--- src/sv/sme_pkg.sv ---
package sme_pkg;

  localparam int SET_CAP = 32;
  localparam int CNT_W   = $clog2(SET_CAP + 1);
  localparam int IDX_W   = (SET_CAP > 1) ? $clog2(SET_CAP) : 1;
  localparam int POS_W   = 5;
  localparam int VAL_W   = 32;

  typedef enum logic [2:0] {
    K_ADD    = 3'd0,
    K_REMOVE = 3'd1,
    K_SEARCH = 3'd2,
    K_ISECT  = 3'd3,
    K_UNION  = 3'd4,
    K_DIFF12 = 3'd5,
    K_DIFF21 = 3'd6,
    K_UNUSED = 3'd7
  } kind_t;

  typedef enum logic [2:0] {
    ST_OK        = 3'd0,
    ST_PRESENT   = 3'd1,
    ST_NOT_FOUND = 3'd2,
    ST_FULL      = 3'd3,
    ST_BAD_SET   = 3'd4
  } status_t;

  localparam logic [1:0] SEL_FIRST  = 2'd1;
  localparam logic [1:0] SEL_SECOND = 2'd2;

  typedef enum logic [1:0] {
    CC_HOLD,
    CC_APPEND,
    CC_REMOVE,
    CC_ROTATE
  } chain_cmd_t;

  typedef struct packed {
    logic load;
    logic take_next;
    logic take_head;
  } cell_ctl_t;

  typedef struct packed {
    logic             found;
    logic [IDX_W-1:0] pos;
    logic [CNT_W-1:0] count;
    logic [VAL_W-1:0] head;
  } chain_stat_t;

endpackage

--- src/sv/sme_cell.sv ---
module sme_cell (
  input  logic                     clk,
  input  sme_pkg::cell_ctl_t       ctl,
  input  logic [sme_pkg::VAL_W-1:0] load_val,
  input  logic [sme_pkg::VAL_W-1:0] next_val,
  input  logic [sme_pkg::VAL_W-1:0] head_val,
  input  logic [sme_pkg::VAL_W-1:0] key,
  output logic [sme_pkg::VAL_W-1:0] val,
  output logic                     hit
);

  logic [sme_pkg::VAL_W-1:0] val_r;

  always_ff @(posedge clk) begin
    if (ctl.load) begin
      val_r <= load_val;
    end else if (ctl.take_head) begin
      val_r <= head_val;
    end else if (ctl.take_next) begin
      val_r <= next_val;
    end
  end

  assign val = val_r;
  assign hit = (val_r == key);

endmodule

--- src/sv/sme_chain.sv ---
module sme_chain (
  input  logic                      clk,
  input  logic                      rst_n,
  input  sme_pkg::chain_cmd_t       cmd,
  input  logic [sme_pkg::VAL_W-1:0] key,
  output sme_pkg::chain_stat_t      stat
);

  localparam int N = sme_pkg::SET_CAP;

  logic [sme_pkg::CNT_W-1:0] count_r, count_nxt;
  logic [sme_pkg::VAL_W-1:0] vals [N];
  logic [N-1:0]              hits;
  logic [sme_pkg::IDX_W-1:0] pos_terms [N];
  logic [sme_pkg::IDX_W-1:0] pos;

  for (genvar i = 0; i < N; i++) begin : g_cell
    sme_pkg::cell_ctl_t        ctl;
    logic [sme_pkg::VAL_W-1:0] nv;
    logic                      raw_hit;

    if (i < N - 1) begin : g_mid
      assign nv = vals[i+1];
    end else begin : g_end
      assign nv = vals[i];
    end

    // remove: cells at and above the hit take their upper neighbor
    // rotate: cells below the top valid one shift down, the top one takes the head
    assign ctl.load      = (cmd == sme_pkg::CC_APPEND) &&
                           (count_r == sme_pkg::CNT_W'(i));
    assign ctl.take_next = ((cmd == sme_pkg::CC_REMOVE) &&
                            (sme_pkg::IDX_W'(i) >= pos)) ||
                           ((cmd == sme_pkg::CC_ROTATE) &&
                            (sme_pkg::CNT_W'(i + 1) < count_r));
    assign ctl.take_head = (cmd == sme_pkg::CC_ROTATE) &&
                           (sme_pkg::CNT_W'(i + 1) == count_r);

    sme_cell u_cell (
      .clk      (clk),
      .ctl      (ctl),
      .load_val (key),
      .next_val (nv),
      .head_val (vals[0]),
      .key      (key),
      .val      (vals[i]),
      .hit      (raw_hit)
    );

    assign hits[i]      = raw_hit && (sme_pkg::CNT_W'(i) < count_r);
    assign pos_terms[i] = sme_pkg::IDX_W'(i) & {sme_pkg::IDX_W{hits[i]}};
  end

  // sets hold no duplicates, so at most one hit and an or-merge gives its index
  always_comb begin
    pos = '0;
    for (int j = 0; j < N; j++) begin
      pos = pos | pos_terms[j];
    end
  end

  always_comb begin
    count_nxt = count_r;
    case (cmd)
      sme_pkg::CC_APPEND: count_nxt = count_r + sme_pkg::CNT_W'(1);
      sme_pkg::CC_REMOVE: count_nxt = count_r - sme_pkg::CNT_W'(1);
      default:            count_nxt = count_r;
    endcase
  end

  always_ff @(posedge clk) begin
    if (!rst_n) begin
      count_r <= '0;
    end else begin
      count_r <= count_nxt;
    end
  end

  assign stat.found = |hits;
  assign stat.pos   = pos;
  assign stat.count = count_r;
  assign stat.head  = vals[0];

endmodule

--- config.mk ---
export PLATFORM = sky130hd
export DESIGN_NAME = sme_chain
export DESIGN_NICKNAME = d
export VERILOG_FILES = /design/src/sv/sme_pkg.sv /design/src/sv/sme_cell.sv /design/src/sv/sme_chain.sv
export SDC_FILE = /design/constraint.sdc
export NUM_CORES = 2
export LEC_CHECK = 0
export BUFFER_PORTS_ARGS = -buffer_cell sky130_fd_sc_hd__clkbuf_2
export CAP_MARGIN = 20
export CORE_MARGIN = 8
export CORE_UTILIZATION = 43
export CTS_CLUSTER_SIZE = 12
export DETAILED_ROUTE_END_ITERATION = 8
export PLACE_DENSITY = 0.62
export SYNTH_ARGS = -nofsm -noshare
export SYNTH_HDL_FRONTEND = slang
export SYNTH_SLANG_ARGS = --single-unit
--- constraint.sdc ---
create_clock -name clk -period 8 [get_ports clk]
set_clock_uncertainty 0.1 [all_clocks]
set_input_delay 0.4 -clock clk [delete_from_list [all_inputs] [get_ports clk]]
set_output_delay 0.4 -clock clk [all_outputs]
set_load 0.05 [all_outputs]
==> results by group <==
Worst setup path
  – CP startpoint kind: flop
  – WP data arrival: 6.41 ns
  – Critical path class: flop to primary output
  – Req. time, crit path: 7.50 ns
  – Crit path max fanout: 16
  – Setup crit end kind: primary output
  – Worst R2R Path Depth: 13

Min path
  – Min-Delay Path Class: input pin to flop
  – Worst hold stages: 3

Layout
  – Layout cell share with drive strength beyond 1: 0.0974
  – Fin util: 0.469
  – Area growth from synthesis to layout: 8.69%
  – Fin cells: 8290
  – Nets: 6194

Global routing
  – M3 GR Usage: 0.0788
  – Busiest grt layer: met2
  – Number of global-route vias before repair: 49100
  – First-pass GRT wire length: 386000 um
  – GR Layer Usage met1: 0.425
  – Antenna violations before repair: 13
  – GRT overflow: 0
  – Total GRT Usage: 0.318
  – Largest net degree at the start of global routing: 66
  – Routing usage on met2: 0.471

Floorplanning
  – Starting Density: 0.431
  – Die height: 408 um
  – Core Region: 153000 sq um
  – I/O pins: 80
  – Die area: 167000 sq um
  – Die Width: 408 um
  – Standard-cell row count: 144

Routing
  – Drt total wl: 278000 um
  – DRC errors left: 0
  – Vias per cell: 6.27
  – DRT Pass-1 Iters: 8
  – Drt wl/cell: 33.5 um
  – Vias: 52000
  – Post-DRT Antenna Nets: 0
  – Starting DRT DRC Count: 8522

Power and ir drop
  – Worst vdd ir: 0.000169 V
  – P per Cell Area: 211 nW/um^2
  – Sw Share: 0.324
  – Flop pwr share: 0.453
  – Switching power: 4900 uW
  – Power Total: 15100 uW
  – Gate power share: 0.190
  – Part of the power in the clock network: 0.357
  – LEAKAGE: 0.0241 uW
  – Pint: 10200 uW

Logic synthesis
  – Mapped Area: 66100 sq um
  – Prevailing post-synth register cell: edfxtp_1
  – Post-synth top cells: edfxtp_1 (1024), mux2i_1 (961), nor2_1 (739)
  – Mapped Nets: 6475
  – Synth top area cells: edfxtp_1 (46%), mux2i_1 (15%), xor2_1 (7.8%)
  – Post-Syn Area per Cell: 10.3 sq um
  – Leading area contributor after synthesis: edfxtp_1
  – Post-synth cell types: 59
  – Register area share after synthesis: 0.467
  – Syn. warnings: 0
  – Post-synth top area share: 0.465
  – Number of synthesized flops with an enable pin: 1024
  – Async set-or-reset flop fraction in the synthesized netlist: 0
  – Flops & latches, synth: 1030
  – Post-Syn Instances: 6432
  – Count leader, synth: edfxtp_1

STA
  – RSZ-0062 raised after global routing: false
  – Fin crit period: 6.91 ns
  – Tcrit/Tclk final: 0.864
  – FMAX: 145 MHz
  – Final setup fails: 0
  – Worst-Margin Slew: 1.27 ns
  – Post-route setup TNS: 0 ns
  – Slew margin rel.: 0.141
  – Final Slew Violations: 0
  – Final hold slack: 0.0937 ns
  – Final hold violations: 0

Run
  – Max-Cap Viols: 0

Clocking
  – CTS tree: built
  – Clock sink count: 1030
  – CTS Buf Count: 119
  – CTS clk-pin slew, worst paths: 0.06 ns
  – Clk Latency, worst-skew pair: 0.79 ns
  – H-tree depth: 3
  – CTS Buffer Depth: 3
  – Root buffer selected by CTS: clkbuf_16

Outcome
  – Status: finished clean

Place
  – Hpwl dp: 184000 um
  – IO Port Bufs: 79
  – Placed Instances: 8067
  – Gpl congestion: 0.997
power by group through the flow:
stage / clock [uW] / combinational [uW] / sequential (uW)
6_report: 5410 / 2880 / 6860
4_1_cts: 5420 / 2780 / 6840
3_3_place_gp: 0 / 2750 / 6950
2_1_floorplan: 0 / 1530 / 6890
5_1_grt: 5600 / 2940 / 6880
3_5_place_dp: 0 / 2780 / 6950
sequential cells by signal, summed over array words and instances, names as in the netlist:
name	count
g_cell.u_cell.val	1024
count_r	6
routing by layer:
| layer | wire, um | vias up |
|---|---|---|
| li1 | - | 22300 |
| met1 | 107000 | 25400 |
| met2 | 119000 | 3551 |
| met3 | 33500 | 794 |
| met4 | 18700 | 6 |
| met5 | 40 | - |
path summary, 6_finish.rpt:
path	end	slack [ns]	startpoint
max	stat[43]	1.09	count_r[1]
min	g_cell[1].u_cell.val[9]	0.09	key[9]
max reg2reg	g_cell[16].u_cell.val[14]	1.52	count_r[1]
min reg2reg	g_cell[0].u_cell.val[2]	0.50	g_cell[1].u_cell.val[2]
what timing repair did:
| item | CTS | global route |
|---|---|---|
| endpoints found under the hold margin | 6 | 0 |
| setup buffers | 0 | 0 |
| setup endpoints to repair | 0 | 0 |
| gates resized for setup | 0 | 0 |
| hold buffers | 1 | 0 |
logic make-up (layout without fill, tap and decap cells):
kind of cell,count (synthesis),count (layout),share of synthesized area
AND/OR/NAND/NOR,1592,1592,0.109
AO/OA/AOI/OAI,1048,1048,0.0813
flip-flops,1030,1030,0.467
XOR/XNOR,1027,1027,0.136
multiplexers,1025,1025,0.156
buffers and inverters,703,515,0.0493
adder cells (fa/ha/maj),7,7,0.00132
other,0,2,0
cells in the final DEF (no fill, tap or decap), types with 4 or more instances in the layout:
cell type / count
a211oi_1: 8
a21oi_1: 688
and2_1: 10
and3_1: 4
and3_2: 4
buf_12: 13
buf_4: 227
bufinv_16: 7
clkbuf_1: 23
clkbuf_16: 122
clkbuf_2: 47
clkinv_1: 31
clkinv_2: 24
dfxtp_1: 6
edfxtp_1: 1024
ha_1: 7
inv_1: 11
mux2_2: 64
mux2i_1: 961
nand2_1: 342
nand2_2: 18
nand2b_1: 6
nand3_1: 47
nand3_2: 9
nand4_1: 153
nor2_1: 709
nor2_4: 29
nor2b_1: 5
nor3_1: 40
nor4_1: 148
nor4_2: 6
o211ai_1: 9
o21ai_0: 310
or2_2: 5
or3_1: 12
or4_1: 15
xnor2_1: 440
xor2_1: 587
area by class of cell:
cell class,instances,area (sq um)
multi-input combinational,4699,32500
clock inverter,69,554
timing repair buffer,289,2220
tap,2044,2560
sequential,1030,30900
fill,14100,81400
clock buffer,145,3140
inverter,12,45.0
antenna,2,5.00
critical path, stage by stage (launching register included):
cell	delay, ns
dfxtp_1	0.48
inv_1	0.21
ha_1	0.92
nor2b_1	0.17
o21ai_0	0.81
a211oi_1	0.22
nand4_1	0.22
nand4_1	0.33
nor4_2	0.69
inv_1	0.39
or4b_2	0.86
clkbuf_2	0.31
stage by stage:
stage | instance area (sq um) | setup slack, ns
finish | 71900 | 1.09
global route | 71900 | 1.00
CTS | 71800 | 1.24
detailed placement | 68100 | 1.72
global placement | 68100 | 1.86
floorplan | 66100 | 1.95
Power figures use the tool's default switching activity.
